--- config.mk ---
export PLATFORM = sky130hd
export DESIGN_NAME = pid_controller_filtered_derivative
export DESIGN_NICKNAME = d
export VERILOG_FILES = /design/src/hw/rtl/pcfd_pkg.sv /design/src/hw/rtl/pcfd_mul.sv /design/src/hw/rtl/pcfd_duty.sv /design/src/hw/rtl/pid_controller_filtered_derivative.sv
export SDC_FILE = /design/constraint.sdc
export NUM_CORES = 2
export LEC_CHECK = 0
export ABC_AREA = 1
export BUFFER_PORTS_ARGS = -buffer_cell sky130_fd_sc_hd__buf_2
export CORE_UTILIZATION = 40
export DETAILED_ROUTE_END_ITERATION = 6
export HOLD_SLACK_MARGIN = 0.06
export PLACE_DENSITY_LB_ADDON = 0.05
export SYNTH_ARGS = -nofsm -noshare
export SYNTH_HDL_FRONTEND = slang
export SYNTH_SLANG_ARGS = --single-unit
--- constraint.sdc ---
create_clock -name i_clk -period 8.75 [get_ports i_clk]
set_input_delay 1.3125 -clock i_clk [delete_from_list [all_inputs] [get_ports i_clk]]
set_output_delay 1.3125 -clock i_clk [all_outputs]
set_load 0.005 [all_outputs]
--- src/hw/rtl/pcfd_pkg.sv ---
// Shared widths and constants of the filtered-derivative PID controller.
package pcfd_pkg;

    localparam int DATA_W     = 32;
    localparam int FRAC_W     = 16;
    localparam int OPB_W      = DATA_W + 1;
    localparam int PROD_W     = DATA_W + OPB_W;
    localparam int SUM_W      = DATA_W + 2;
    localparam int CNT_W      = $clog2(OPB_W + 1);
    localparam int DUTY_W     = 14;
    localparam int DUTY_FULL  = 8192;
    localparam int DUTY_DIV   = (100 << FRAC_W) / DUTY_FULL;
    localparam int DUTY_Q_W   = $clog2(DUTY_FULL);
    localparam int DUTY_R_W   = $clog2(DUTY_FULL * DUTY_DIV);
    localparam int DUTY_I_W   = $clog2(DUTY_Q_W);
    localparam int CFG_ADDR_W = 4;

    localparam logic [CFG_ADDR_W-1:0] REG_PROP_GAIN  = 4'd0;
    localparam logic [CFG_ADDR_W-1:0] REG_INTEG_GAIN = 4'd1;
    localparam logic [CFG_ADDR_W-1:0] REG_DERIV_GAIN = 4'd2;
    localparam logic [CFG_ADDR_W-1:0] REG_DERIV_DCY  = 4'd3;
    localparam logic [CFG_ADDR_W-1:0] REG_OUT_MIN    = 4'd4;
    localparam logic [CFG_ADDR_W-1:0] REG_OUT_MAX    = 4'd5;
    localparam logic [CFG_ADDR_W-1:0] REG_INTEG_MIN  = 4'd6;
    localparam logic [CFG_ADDR_W-1:0] REG_INTEG_MAX  = 4'd7;

endpackage

--- src/hw/rtl/pcfd_mul.sv ---
// Bit-serial signed fixed-point multiplier with rounding and saturation.
module pcfd_mul import pcfd_pkg::*; (
    input  logic                     i_clk,
    input  logic                     i_rst_n,
    input  logic                     i_start,
    input  logic signed [DATA_W-1:0] i_a,
    input  logic signed [OPB_W-1:0]  i_b,
    output logic                     o_done,
    output logic signed [DATA_W-1:0] o_prod
);

    logic [DATA_W-1:0]        r_a;
    logic [PROD_W:0]          r_p;
    logic                     r_neg;
    logic [CNT_W-1:0]         r_cnt;
    logic                     r_fin;
    logic                     r_done;
    logic signed [DATA_W-1:0] r_prod;

    logic [DATA_W-1:0]   w_amag;
    logic [OPB_W-1:0]    w_bmag;
    logic [DATA_W:0]     w_sum;
    logic [PROD_W:0]     w_rnd;
    logic [PROD_W-FRAC_W:0] w_q;
    logic [PROD_W-FRAC_W:0] w_lim;
    logic [PROD_W-FRAC_W:0] w_qs;

    assign w_amag = i_a[DATA_W-1] ? (~i_a + 1'b1) : i_a;
    assign w_bmag = i_b[OPB_W-1] ? (~i_b + 1'b1) : i_b;
    assign w_sum  = r_p[PROD_W:OPB_W] + {1'b0, (r_p[0] ? r_a : '0)};
    assign w_rnd  = {1'b0, r_p[PROD_W-1:0]} + ((PROD_W+1)'(1) << (FRAC_W - 1));
    assign w_q    = w_rnd[PROD_W:FRAC_W];
    assign w_lim  = r_neg ? ((PROD_W-FRAC_W+1)'(1) << (DATA_W - 1))
                          : (((PROD_W-FRAC_W+1)'(1) << (DATA_W - 1)) - 1'b1);
    assign w_qs   = (w_q > w_lim) ? w_lim : w_q;

    always_ff @(posedge i_clk) begin
        if (!i_rst_n) begin
            r_cnt  <= '0;
            r_fin  <= 1'b0;
            r_done <= 1'b0;
        end else begin
            r_done <= 1'b0;
            if (i_start) begin
                r_cnt <= CNT_W'(OPB_W);
                r_fin <= 1'b0;
            end else if (r_cnt != '0) begin
                r_cnt <= r_cnt - 1'b1;
                r_fin <= (r_cnt == CNT_W'(1));
            end else if (r_fin) begin
                r_fin  <= 1'b0;
                r_done <= 1'b1;
            end
        end
    end

    always_ff @(posedge i_clk) begin
        if (i_start) begin
            r_a   <= w_amag;
            r_p   <= {{(DATA_W+1){1'b0}}, w_bmag};
            r_neg <= i_a[DATA_W-1] ^ i_b[OPB_W-1];
        end else if (r_cnt != '0) begin
            r_p <= {1'b0, w_sum, r_p[OPB_W-1:1]};
        end else if (r_fin) begin
            r_prod <= r_neg ? -$signed(w_qs[DATA_W-1:0]) : $signed(w_qs[DATA_W-1:0]);
        end
    end

    assign o_done = r_done;
    assign o_prod = r_prod;

endmodule

--- src/hw/rtl/pcfd_duty.sv ---
// Serial restoring divider that turns the drive value into a PWM duty count.
module pcfd_duty import pcfd_pkg::*; (
    input  logic                     i_clk,
    input  logic                     i_rst_n,
    input  logic                     i_start,
    input  logic signed [DATA_W-1:0] i_value,
    output logic                     o_done,
    output logic [DUTY_W-1:0]        o_duty
);

    logic [DUTY_R_W-1:0] r_rem;
    logic [DUTY_Q_W-1:0] r_q;
    logic [DUTY_I_W-1:0] r_idx;
    logic                r_run;
    logic                r_done;
    logic [DUTY_W-1:0]   r_duty;

    logic [DUTY_R_W-1:0] w_sub;
    logic                w_ge;

    assign w_sub = DUTY_R_W'(DUTY_DIV) << r_idx;
    assign w_ge  = (r_rem >= w_sub);

    always_ff @(posedge i_clk) begin
        if (!i_rst_n) begin
            r_run  <= 1'b0;
            r_done <= 1'b0;
        end else begin
            r_done <= 1'b0;
            if (i_start) begin
                if (i_value <= 0) begin
                    r_done <= 1'b1;
                end else if (i_value >= DATA_W'(DUTY_FULL * DUTY_DIV)) begin
                    r_done <= 1'b1;
                end else begin
                    r_run <= 1'b1;
                end
            end else if (r_run && r_idx == '0) begin
                r_run  <= 1'b0;
                r_done <= 1'b1;
            end
        end
    end

    always_ff @(posedge i_clk) begin
        if (i_start) begin
            r_rem <= i_value[DUTY_R_W-1:0];
            r_q   <= '0;
            r_idx <= DUTY_I_W'(DUTY_Q_W - 1);
            if (i_value <= 0) begin
                r_duty <= '0;
            end else if (i_value >= DATA_W'(DUTY_FULL * DUTY_DIV)) begin
                r_duty <= DUTY_W'(DUTY_FULL);
            end
        end else if (r_run) begin
            if (w_ge) begin
                r_rem <= r_rem - w_sub;
            end
            r_q   <= {r_q[DUTY_Q_W-2:0], w_ge};
            r_idx <= r_idx - 1'b1;
            if (r_idx == '0) begin
                r_duty <= DUTY_W'({r_q[DUTY_Q_W-2:0], w_ge});
            end
        end
    end

    assign o_done = r_done;
    assign o_duty = r_duty;

endmodule

--- src/hw/rtl/pid_controller_filtered_derivative.sv ---
// PID controller with trapezoidal integrator and band-limited derivative: top level.
// Each input word (setpoint, measurement, signed Q15.16) yields one output word
// (clamped drive, PWM duty). Four bit-serial multipliers work in parallel, one
// operand bit per cycle, then a serial divider works out the duty from the drive.
// One word is in flight at a time; the next word is taken while a finished result
// still waits on the output.
module pid_controller_filtered_derivative import pcfd_pkg::*; (
    input  logic                     i_clk,
    input  logic                     i_rst_n,
    input  logic                     i_cfg_we,
    input  logic [CFG_ADDR_W-1:0]    i_cfg_addr,
    input  logic [DATA_W-1:0]        i_cfg_data,
    input  logic                     i_in_valid,
    output logic                     o_in_stall,
    input  logic signed [DATA_W-1:0] i_target,
    input  logic signed [DATA_W-1:0] i_sensed,
    output logic                     o_out_valid,
    input  logic                     i_out_stall,
    output logic signed [DATA_W-1:0] o_drive_value,
    output logic [DUTY_W-1:0]        o_pwm_duty
);

    localparam logic [2:0] S_IDLE = 3'd0;
    localparam logic [2:0] S_PREP = 3'd1;
    localparam logic [2:0] S_MUL  = 3'd2;
    localparam logic [2:0] S_COMB = 3'd3;
    localparam logic [2:0] S_SUM  = 3'd4;
    localparam logic [2:0] S_DUTY = 3'd5;
    localparam logic [2:0] S_OUT  = 3'd6;

    localparam logic signed [SUM_W-1:0] VMAX = SUM_W'((64'sd1 <<< (DATA_W - 1)) - 1);
    localparam logic signed [SUM_W-1:0] VMIN = -VMAX - 1;

    function automatic logic signed [DATA_W-1:0] sat(input logic signed [SUM_W-1:0] x);
        logic signed [DATA_W-1:0] v;
        if (x > VMAX) begin
            v = VMAX[DATA_W-1:0];
        end else if (x < VMIN) begin
            v = VMIN[DATA_W-1:0];
        end else begin
            v = x[DATA_W-1:0];
        end
        return v;
    endfunction

    function automatic logic signed [DATA_W-1:0] clamp(input logic signed [DATA_W-1:0] x,
                                                       input logic signed [DATA_W-1:0] lo,
                                                       input logic signed [DATA_W-1:0] hi);
        logic signed [DATA_W-1:0] v;
        if (x > hi) begin
            v = hi;
        end else if (x < lo) begin
            v = lo;
        end else begin
            v = x;
        end
        return v;
    endfunction

    logic signed [DATA_W-1:0] r_kp, r_ki, r_kd, r_dec, r_omin, r_omax, r_imin, r_imax;
    logic signed [DATA_W-1:0] r_integ_acc, r_last_err, r_deriv_acc, r_last_sensed;
    logic [2:0]               r_state;
    logic signed [DATA_W-1:0] r_tgt, r_meas, r_e, r_integ, r_d, r_o;
    logic signed [OPB_W-1:0]  r_s, r_dm;
    logic                     r_mstart, r_dstart;
    logic                     r_ovalid;
    logic signed [DATA_W-1:0] r_odrive;
    logic [DUTY_W-1:0]        r_oduty;

    logic [3:0]               w_mdone;
    logic signed [DATA_W-1:0] w_mp, w_mi, w_mdec, w_mkd;
    logic                     w_ddone;
    logic [DUTY_W-1:0]        w_duty;
    logic signed [DATA_W-1:0] w_e, w_integ, w_o;
    logic                     w_in_acc, w_out_acc, w_load;

    assign w_in_acc  = i_in_valid && !o_in_stall;
    assign w_out_acc = r_ovalid && !i_out_stall;
    assign w_load    = (r_state == S_OUT) && (!r_ovalid || !i_out_stall);
    assign w_e       = sat(SUM_W'(r_tgt) - SUM_W'(r_meas));
    assign w_integ   = clamp(sat(SUM_W'(r_integ_acc) + SUM_W'(w_mi)), r_imin, r_imax);
    assign w_o       = clamp(sat(SUM_W'(w_mp) + SUM_W'(r_integ) + SUM_W'(r_d)),
                             r_omin, r_omax);

    pcfd_mul u_mul_p (
        .i_clk(i_clk), .i_rst_n(i_rst_n), .i_start(r_mstart),
        .i_a(r_kp), .i_b(OPB_W'(r_e)), .o_done(w_mdone[0]), .o_prod(w_mp)
    );
    pcfd_mul u_mul_i (
        .i_clk(i_clk), .i_rst_n(i_rst_n), .i_start(r_mstart),
        .i_a(r_ki), .i_b(r_s), .o_done(w_mdone[1]), .o_prod(w_mi)
    );
    pcfd_mul u_mul_dec (
        .i_clk(i_clk), .i_rst_n(i_rst_n), .i_start(r_mstart),
        .i_a(r_dec), .i_b(OPB_W'(r_deriv_acc)), .o_done(w_mdone[2]), .o_prod(w_mdec)
    );
    pcfd_mul u_mul_kd (
        .i_clk(i_clk), .i_rst_n(i_rst_n), .i_start(r_mstart),
        .i_a(r_kd), .i_b(r_dm), .o_done(w_mdone[3]), .o_prod(w_mkd)
    );

    pcfd_duty u_duty (
        .i_clk(i_clk), .i_rst_n(i_rst_n), .i_start(r_dstart),
        .i_value(r_o), .o_done(w_ddone), .o_duty(w_duty)
    );

    always_ff @(posedge i_clk) begin
        if (!i_rst_n) begin
            r_kp   <= 32'sd131072;
            r_ki   <= 32'sd1147;
            r_kd   <= 32'sd655360;
            r_dec  <= 32'sd39322;
            r_omin <= -32'sd6553600;
            r_omax <= 32'sd6553600;
            r_imin <= -32'sd5570560;
            r_imax <= 32'sd5570560;
        end else if (i_cfg_we) begin
            unique case (i_cfg_addr)
                REG_PROP_GAIN:  r_kp   <= i_cfg_data;
                REG_INTEG_GAIN: r_ki   <= i_cfg_data;
                REG_DERIV_GAIN: r_kd   <= i_cfg_data;
                REG_DERIV_DCY:  r_dec  <= i_cfg_data;
                REG_OUT_MIN:    r_omin <= i_cfg_data;
                REG_OUT_MAX:    r_omax <= i_cfg_data;
                REG_INTEG_MIN:  r_imin <= i_cfg_data;
                REG_INTEG_MAX:  r_imax <= i_cfg_data;
                default: ;
            endcase
        end
    end

    always_ff @(posedge i_clk) begin
        if (!i_rst_n) begin
            r_state       <= S_IDLE;
            r_mstart      <= 1'b0;
            r_dstart      <= 1'b0;
            r_ovalid      <= 1'b0;
            r_integ_acc   <= '0;
            r_last_err    <= '0;
            r_deriv_acc   <= '0;
            r_last_sensed <= '0;
        end else begin
            r_mstart <= 1'b0;
            r_dstart <= 1'b0;
            r_ovalid <= w_load || (r_ovalid && !w_out_acc);
            unique case (r_state)
                S_IDLE: begin
                    if (w_in_acc) begin
                        r_state <= S_PREP;
                    end
                end
                S_PREP: begin
                    r_mstart <= 1'b1;
                    r_state  <= S_MUL;
                end
                S_MUL: begin
                    if (&w_mdone) begin
                        r_state <= S_COMB;
                    end
                end
                S_COMB: begin
                    r_state <= S_SUM;
                end
                S_SUM: begin
                    r_integ_acc   <= r_integ;
                    r_deriv_acc   <= r_d;
                    r_last_err    <= r_e;
                    r_last_sensed <= r_meas;
                    r_dstart      <= 1'b1;
                    r_state       <= S_DUTY;
                end
                S_DUTY: begin
                    if (w_ddone) begin
                        r_state <= S_OUT;
                    end
                end
                S_OUT: begin
                    if (w_load) begin
                        r_state <= S_IDLE;
                    end
                end
                default: r_state <= S_IDLE;
            endcase
        end
    end

    always_ff @(posedge i_clk) begin
        if (w_in_acc) begin
            r_tgt  <= i_target;
            r_meas <= i_sensed;
        end
        if (r_state == S_PREP) begin
            r_e  <= w_e;
            r_s  <= OPB_W'(w_e) + OPB_W'(r_last_err);
            r_dm <= OPB_W'(r_meas) - OPB_W'(r_last_sensed);
        end
        if (r_state == S_COMB) begin
            r_integ <= w_integ;
            r_d     <= sat(SUM_W'(w_mdec) - SUM_W'(w_mkd));
        end
        if (r_state == S_SUM) begin
            r_o <= w_o;
        end
        if (w_load) begin
            r_odrive <= r_o;
            r_oduty  <= w_duty;
        end
    end

    assign o_in_stall    = (r_state != S_IDLE);
    assign o_out_valid   = r_ovalid;
    assign o_drive_value = r_odrive;
    assign o_pwm_duty    = r_oduty;

`ifndef SYNTHESIS
    a_duty_range: assert property (@(posedge i_clk) disable iff (!i_rst_n)
        o_out_valid |-> (o_pwm_duty <= DUTY_W'(DUTY_FULL)))
        else $error("Duty count exceeds full scale.");
    a_neg_zero_duty: assert property (@(posedge i_clk) disable iff (!i_rst_n)
        (o_out_valid && o_drive_value <= 0) |-> (o_pwm_duty == '0))
        else $error("Non-positive drive gave a nonzero duty.");
    a_busy_after_accept: assert property (@(posedge i_clk) disable iff (!i_rst_n)
        w_in_acc |=> (o_in_stall && r_state == S_PREP))
        else $error("Accepted word did not start the sequence.");
    a_mul_lockstep: assert property (@(posedge i_clk) disable iff (!i_rst_n)
        (|w_mdone) |-> (&w_mdone))
        else $error("Multipliers finished out of step.");
`endif

endmodule

; Word-level counts from Yosys, hierarchy flattened
; Index checks and enable logic that the tools add are counted.
; W data, S select, Z words.
[op_classes]
magnitude_cmp = 19
mux = 78
add_sub_neg = 33
bitwise_logic = 18
n_reduce_logical = 53
eq_ne = 24
shift = 1
[ops]
columns = cell, count
row1 = $mux W32, 27
row2 = $mux W33, 12
row3 = $add A65 B16 Y66 const B, 4
row4 = $add A32 B32 Y33, 7
row5 = $gt A50 B32 Y1, 4
row6 = $add A33 B1 Y33 const B, 4
row7 = $not A33 Y33, 4
row8 = $add A32 B1 Y32 const B, 4
row9 = $neg A32 Y32, 4
row10 = $not A32 Y32, 4
row11 = $mux W31, 4
row12 = $gt A33 B32 Y1 const B, 3
row13 = $lt A33 B32 Y1 const B, 3
row14 = $sub A32 B32 Y33, 3
row15 = $mux W14, 5
row16 = $mux W23, 3
row17 = $gt A32 B32 Y1, 2
row18 = $lt A32 B32 Y1, 2
row19 = $mux W6, 8
row20 = $add A33 B32 Y34, 1
row21 = $gt A34 B32 Y1 const B, 1
row22 = $lt A34 B32 Y1 const B, 1
row23 = $ge A32 B24 Y1 const B, 1
row24 = $le A32 B1 Y1 const B, 1
row25 = 33 further kinds, 114
[totals]
in_bits = 105
ff_bits = 1301

; Longest topological paths before layout
[logic_depth]
ltp_word = 8
mapped_depth = 44
mapped_depth_nobuf = 43

; Modules after synthesis
; Synthesis repeated with hierarchy kept, for this count alone.
[hier_totals]
hier_cells = 12187
area_unflattened_um2 = 90150.2
[modules_own_cells]
columns = mod, seq_area_each_um2, cells_each, instances, area_each_um2
row1 = pid_controller_filtered_derivative, 16936.2, 4683, 1, 38453.1
row2 = pcfd_mul (u_mul_dec ...), 3743.6, 1760, 3, 12155.4
row3 = pcfd_mul (u_mul_kd), 3743.6, 1769, 1, 11903.9
row4 = pcfd_duty, 1321.3, 455, 1, 3326.9

; Least setup slack after synthesis
; Ideal clock, no wire load.
[synth_path]
kind = register to register
from = register r_mstart
to = register u_mul_dec.r_prod[0] (netlist: u_mul_dec.o_prod[0]) (enable)
synth_period_minus_slack_ns = 6.312
required_ns = 8.274
setup_slack_ns = 2.438
path_buffers = 1
setup_ns = 0.476
stages_incl_launch_ff = 5
arrival_time_ns = 5.836
path_cell_list = dfxtp_1 > nor2_1 > inv_1 > clkbuf_1 > nor2_1
[synth_via]
elab_chain_cells = 2
[synth_rtl]
columns = item, line_no
row1 = start: declaration, pid_controller_filtered_derivative.sv:65  ; logic r_mstart, r_dstart;
row2 = start signal: assignment, pid_controller_filtered_derivative.sv:135  ; r_mstart <= 1'b0;
row3 = start signal: assignment, pid_controller_filtered_derivative.sv:143  ; r_mstart <= 1'b0;
row4 = start signal: assignment, pid_controller_filtered_derivative.sv:153  ; r_mstart <= 1'b1;
row5 = $not A1 Y1 (no line), -
row6 = $reduce_and A3 Y1 (no line), -
row7 = end signal: assignment, pcfd_mul.sv:65  ; r_prod <= r_neg ? -$signed(w_qs[DATA_W-1:0]) : $signed(w_qs[DATA_W-1:0]);
row8 = end: declaration, pcfd_mul.sv:18  ; logic signed [DATA_W-1:0] r_prod;
; Every way passes these cells.
; A chain may end at the register's enable or synchronous reset.

; Final worst setup path
[layout_path]
from = register r_tgt[0]
to = register r_s[31] (data pin)
[layout_via]
elab_chain_cells = 5
[layout_rtl]
columns = item, line_no
row1 = start: declaration, pid_controller_filtered_derivative.sv:63  ; logic signed [DATA_W-1:0] r_tgt, r_meas, r_e, r_integ, r_d, r_o;
row2 = start signal: assignment, pid_controller_filtered_derivative.sv:189  ; r_tgt <= i_target;
row3 = $sub A32 B32 Y33 (*), pid_controller_filtered_derivative.sv:80  ; assign w_e = sat(SUM_W'(r_tgt) - SUM_W'(r_meas));
row4 = $lt A33 B32 Y1, pid_controller_filtered_derivative.sv:38  ; end else if (x < VMIN) begin
row5 = $mux W32, pid_controller_filtered_derivative.sv:38
row6 = $mux W32 (*), pid_controller_filtered_derivative.sv:36  ; if (x > VMAX) begin
row7 = via w_e[31], pid_controller_filtered_derivative.sv:74  ; logic signed [DATA_W-1:0] w_e, w_integ, w_o;
row8 = $add A32 B32 Y33 (*), pid_controller_filtered_derivative.sv:194  ; r_s <= OPB_W'(w_e) + OPB_W'(r_last_err);
row9 = end signal: assignment, pid_controller_filtered_derivative.sv:194
row10 = end: declaration, pid_controller_filtered_derivative.sv:64  ; logic signed [OPB_W-1:0] r_s, r_dm;
; Mark *: on every way through the listed nets, which the timed path passes. The rest lies on a longest branch.

==> out/qor.yml <==
flow_run:
  cap_violations: 0
yosys:
  syn_inst: 11800
  ys_seq_elements: 1296
  yosysWarnings: 0
  synthArstFlopShare_pct: 0
  synth-seq-area-share_pct: 37.7
  synth-edff-count: 728
  syn_area_per_cell_um2: 7.48
  ys.flop_type: "edfxtp_1"
  synthDistinctLibCells: 71
  syn_nets: 12600
  syn_area_mm2: 0.0881
timing:
  finalCritPeriodShare_pct: 83.8
  setup_violations: 0
  layout_min_cycle_time_ns: 7.34
  fin_worst_skew_ns: 0.0424
  slew_violations: 0
  final.setup.tns_ns: 0
  worst_slack_ns: 1.41
  worst-slew-pin-transition_ns: 1.26
  clock.fmax_mhz: 136
  hold_viol_final: 0
  grt_setup_unrepaired: "no"
  slew_headroom_pct: 15.7
placement:
  dp_hpwl_um: 228000
  gp_congestion: 0.950
  dp_cells: 14500
  place_ws_ns: 1.50
  port-buffer-count: 152
routing:
  avgViaCountPerCell: 5.24
  routedWlPerCell_um: 20.2
  final_antenna_net_count: 0
  first_pass_iters: 7
  drc: 2
  vias: 77800
  drt_iter0_drc: 5825
  drt-total-wl_um: 300000
setup_path:
  required_ns: 9.31
  crit_buf_inv: 4
  crit_arrival_ns: 7.89
  cp_max_fo: 18
  cp-start-kind: "flip-flop"
  cp.depth: 35
  crit_type: "reg2reg"
  cp_common_cell: "nand2_1"
  cp-end-kind: "flip-flop"
  critPathMaxStageDelay_ns: 0.77
  critPathTopFamily: "compound AO/OA/AOI/OAI gates"
  reg2reg_depth: 35
  crit_slowest_cell: "nor2_1"
  rrSetupSlack_ns: 1.41
layout:
  finalNonFillerCells: 14800
  drive_gt1_share_pct: 5.40
  synthToLayoutAreaGrowth_pct: 10.1
  nFillCells: 22300
  nets: 12600
global_routing:
  gr-total-overflow: 0
  grt_usage_pct: 26.5
  grt_pass1_wl_um: 455000
  antenna_found_initial: 20
  grt_max_degree: 216
  first_global_vias: 74900
min_path:
  min_path_cells: 0
  hp-class: "reg2reg"
power_and_ir_drop:
  switchingPower_uw: 17400
  internal_power_uw: 19400
  ir_drop_v: 0.000269
  p_leak_uw: 0.0442
  pwr-share-clk_pct: 18.4
  swShare_pct: 47.3
  combPwrFrac_pct: 52.6
  pwr-share-seq_pct: 28.9
  powerDensity_mw_per_mm2: 379
cts:
  cts_tree: "built"
  h-tree-depth: 4
  clockRootBuffer: "clkbuf_16"
  ctsResizeCount: 0
  clk_pin_slew_ns: 0.06
  clockBufferDepth: 3
  postCtsSetupBuffers: 0
  cts_hold_buf: 0
  clock_latency_ns: 0.82
  numCtsBuffers: 159
  clock_sinks: 1296
floorplan:
  io_pins: 153
  die_area_mm2: 0.222
  dieWidth_um: 471
  coreArea_mm2: 0.218
  initial_core_util_pct: 40.4
  rows: 171
  die_h_um: 471
run_status:
  status: "finished with violations"
  failed_checks: "design-rule violations"
## cells by family after synthesis
| family | synth area share (%) |
|---|---|
| AOI/OAI and AO/OA | 13.7 |
| xor gates and xnor gates | 6.37 |
| adders and majority gates | 9.83 |
| buffers and inverters | 8.78 |
| DFF | 37.7 |
| muxes | 0.0256 |
| and+or+nand+nor | 23.6 |
## stage by stage
stage / instance area (um2) / hold slack, ns / total power (uW) / utilization, %
2_1_floorplan: 88100 / 0.400 / 24000 / -
3_3_place_gp: 91700 / 0.402 / 29800 / 42.0
3_5_place_dp: 91700 / 0.405 / 30000 / 42.0
4_1_cts: 97000 / 0.419 / 37000 / 44.5
5_1_grt: 97000 / 0.421 / 40000 / 44.5
6_report: 97100 / 0.416 / 36800 / 44.5
## routing by layer
metal	part of all wire, %	up-vias	global-route usage (%)	wire, um
met1	45	36500	35.1	136000
met4	3.6	2	9.65	10700
li1	-	39100	-	-
met2	46	1741	44.1	139000
met3	4.6	389	3.28	13800
met5	0.0057	-	0	17
## flip-flops by register name (all words and copies together) (netlist names), 33 cells and up
name / flops
r_dm: 33
r_s: 33
u_mul_dec.r_p: 65
u_mul_p.r_p: 65
u_mul_i.r_p: 65
u_mul_kd.r_p: 65
## cells in the mapped netlist (35+ instances only)
| master | count | area share, % |
|---|---|---|
| xnor2_1 | 197 | 2.0 |
| dfxtp_1 | 568 | 13 |
| nand4_1 | 126 | 0.89 |
| nor3_1 | 191 | 1.1 |
| xor2_1 | 444 | 4.4 |
| nand2_1 | 2417 | 10 |
| clkbuf_1 | 286 | 1.2 |
| a31oi_1 | 73 | 0.52 |
| edfxtp_1 | 728 | 25 |
| fa_1 | 42 | 0.95 |
| o21ai_1 | 35 | 0.20 |
| ha_1 | 625 | 8.9 |
| inv_1 | 1644 | 7.0 |
| o21ai_0 | 1049 | 6.0 |
| nor4_1 | 55 | 0.39 |
| nand3_1 | 713 | 4.0 |
| a21oi_1 | 836 | 4.7 |
| nor2_1 | 1237 | 5.3 |
## layout make-up
cell class / instances / area, um2 / share of cell area [%]
timing repair buffer: 225 / 1330 / 1.37
antenna: 24 / 60.1 / 0.0619
inverter: 1670 / 6280 / 6.47
tap: 2854 / 3570 / 3.68
multi-input combinational: 8469 / 47200 / 48.7
clock inverter: 79 / 830 / 0.855
clock buffer: 219 / 4510 / 4.65
sequential: 1296 / 33200 / 34.2
## worst paths after layout
| check | end | start |
|---|---|---|
| setup / recovery | r_s[31] | r_tgt[0] |
| hold / removal | o_pwm_duty[1] | u_duty.o_duty[1] |
| setup reg to reg | r_s[31] | r_tgt[0] |
| hold reg to reg | o_pwm_duty[1] | u_duty.o_duty[1] |
## placed cells by master (no fill, tap or decap), types with 21 or more instances in the layout
cell and instances:
nor2_1 1226, inv_1 1641, clkbuf_16 165, a211oi_1 21, xor2_1 444, fa_1 42, clkinv_2 27, nand4_1 126
buf_2 151, a21o_1 31, nand3_2 23, o21ai_0 1048, a31oi_1 73, o21a_1 22, nor3_1 190, xnor2_1 197
ha_1 625, edfxtp_1 728, clkbuf_1 36, nor2_2 27, o211ai_1 25, nand2_1 2417, nand3_1 712, o21bai_1 21
dfxtp_1 567, o21ai_1 35, buf_4 72, a21boi_0 30, inv_2 23, a21oi_1 835, diode_2 24, nor4_1 55
## power by group through the flow
stage	clock (uW)	sequential (uW)	combinational [uW]
6_report	6780	10600	19400
5_1_grt	7170	10800	22000
4_1_cts	6950	10600	19400
3_5_place_dp	0	10800	19300
3_3_place_gp	0	10700	19100
2_1_floorplan	0	10100	14000
## worst register-to-register path, delay by kind of cell, from the launching register on
| family | cells | cell delay, ns |
|---|---|---|
| adder cells (fa/ha/maj) | 3 | 0.96 |
| buffers and inverters | 4 | 0.32 |
| AO/OA/AOI/OAI | 15 | 3.42 |
| AND/OR/NAND/NOR | 11 | 1.62 |
| flip-flops | 1 | 0.37 |
| XOR/XNOR | 2 | 0.44 |
(Power assumes the default switching activity.)
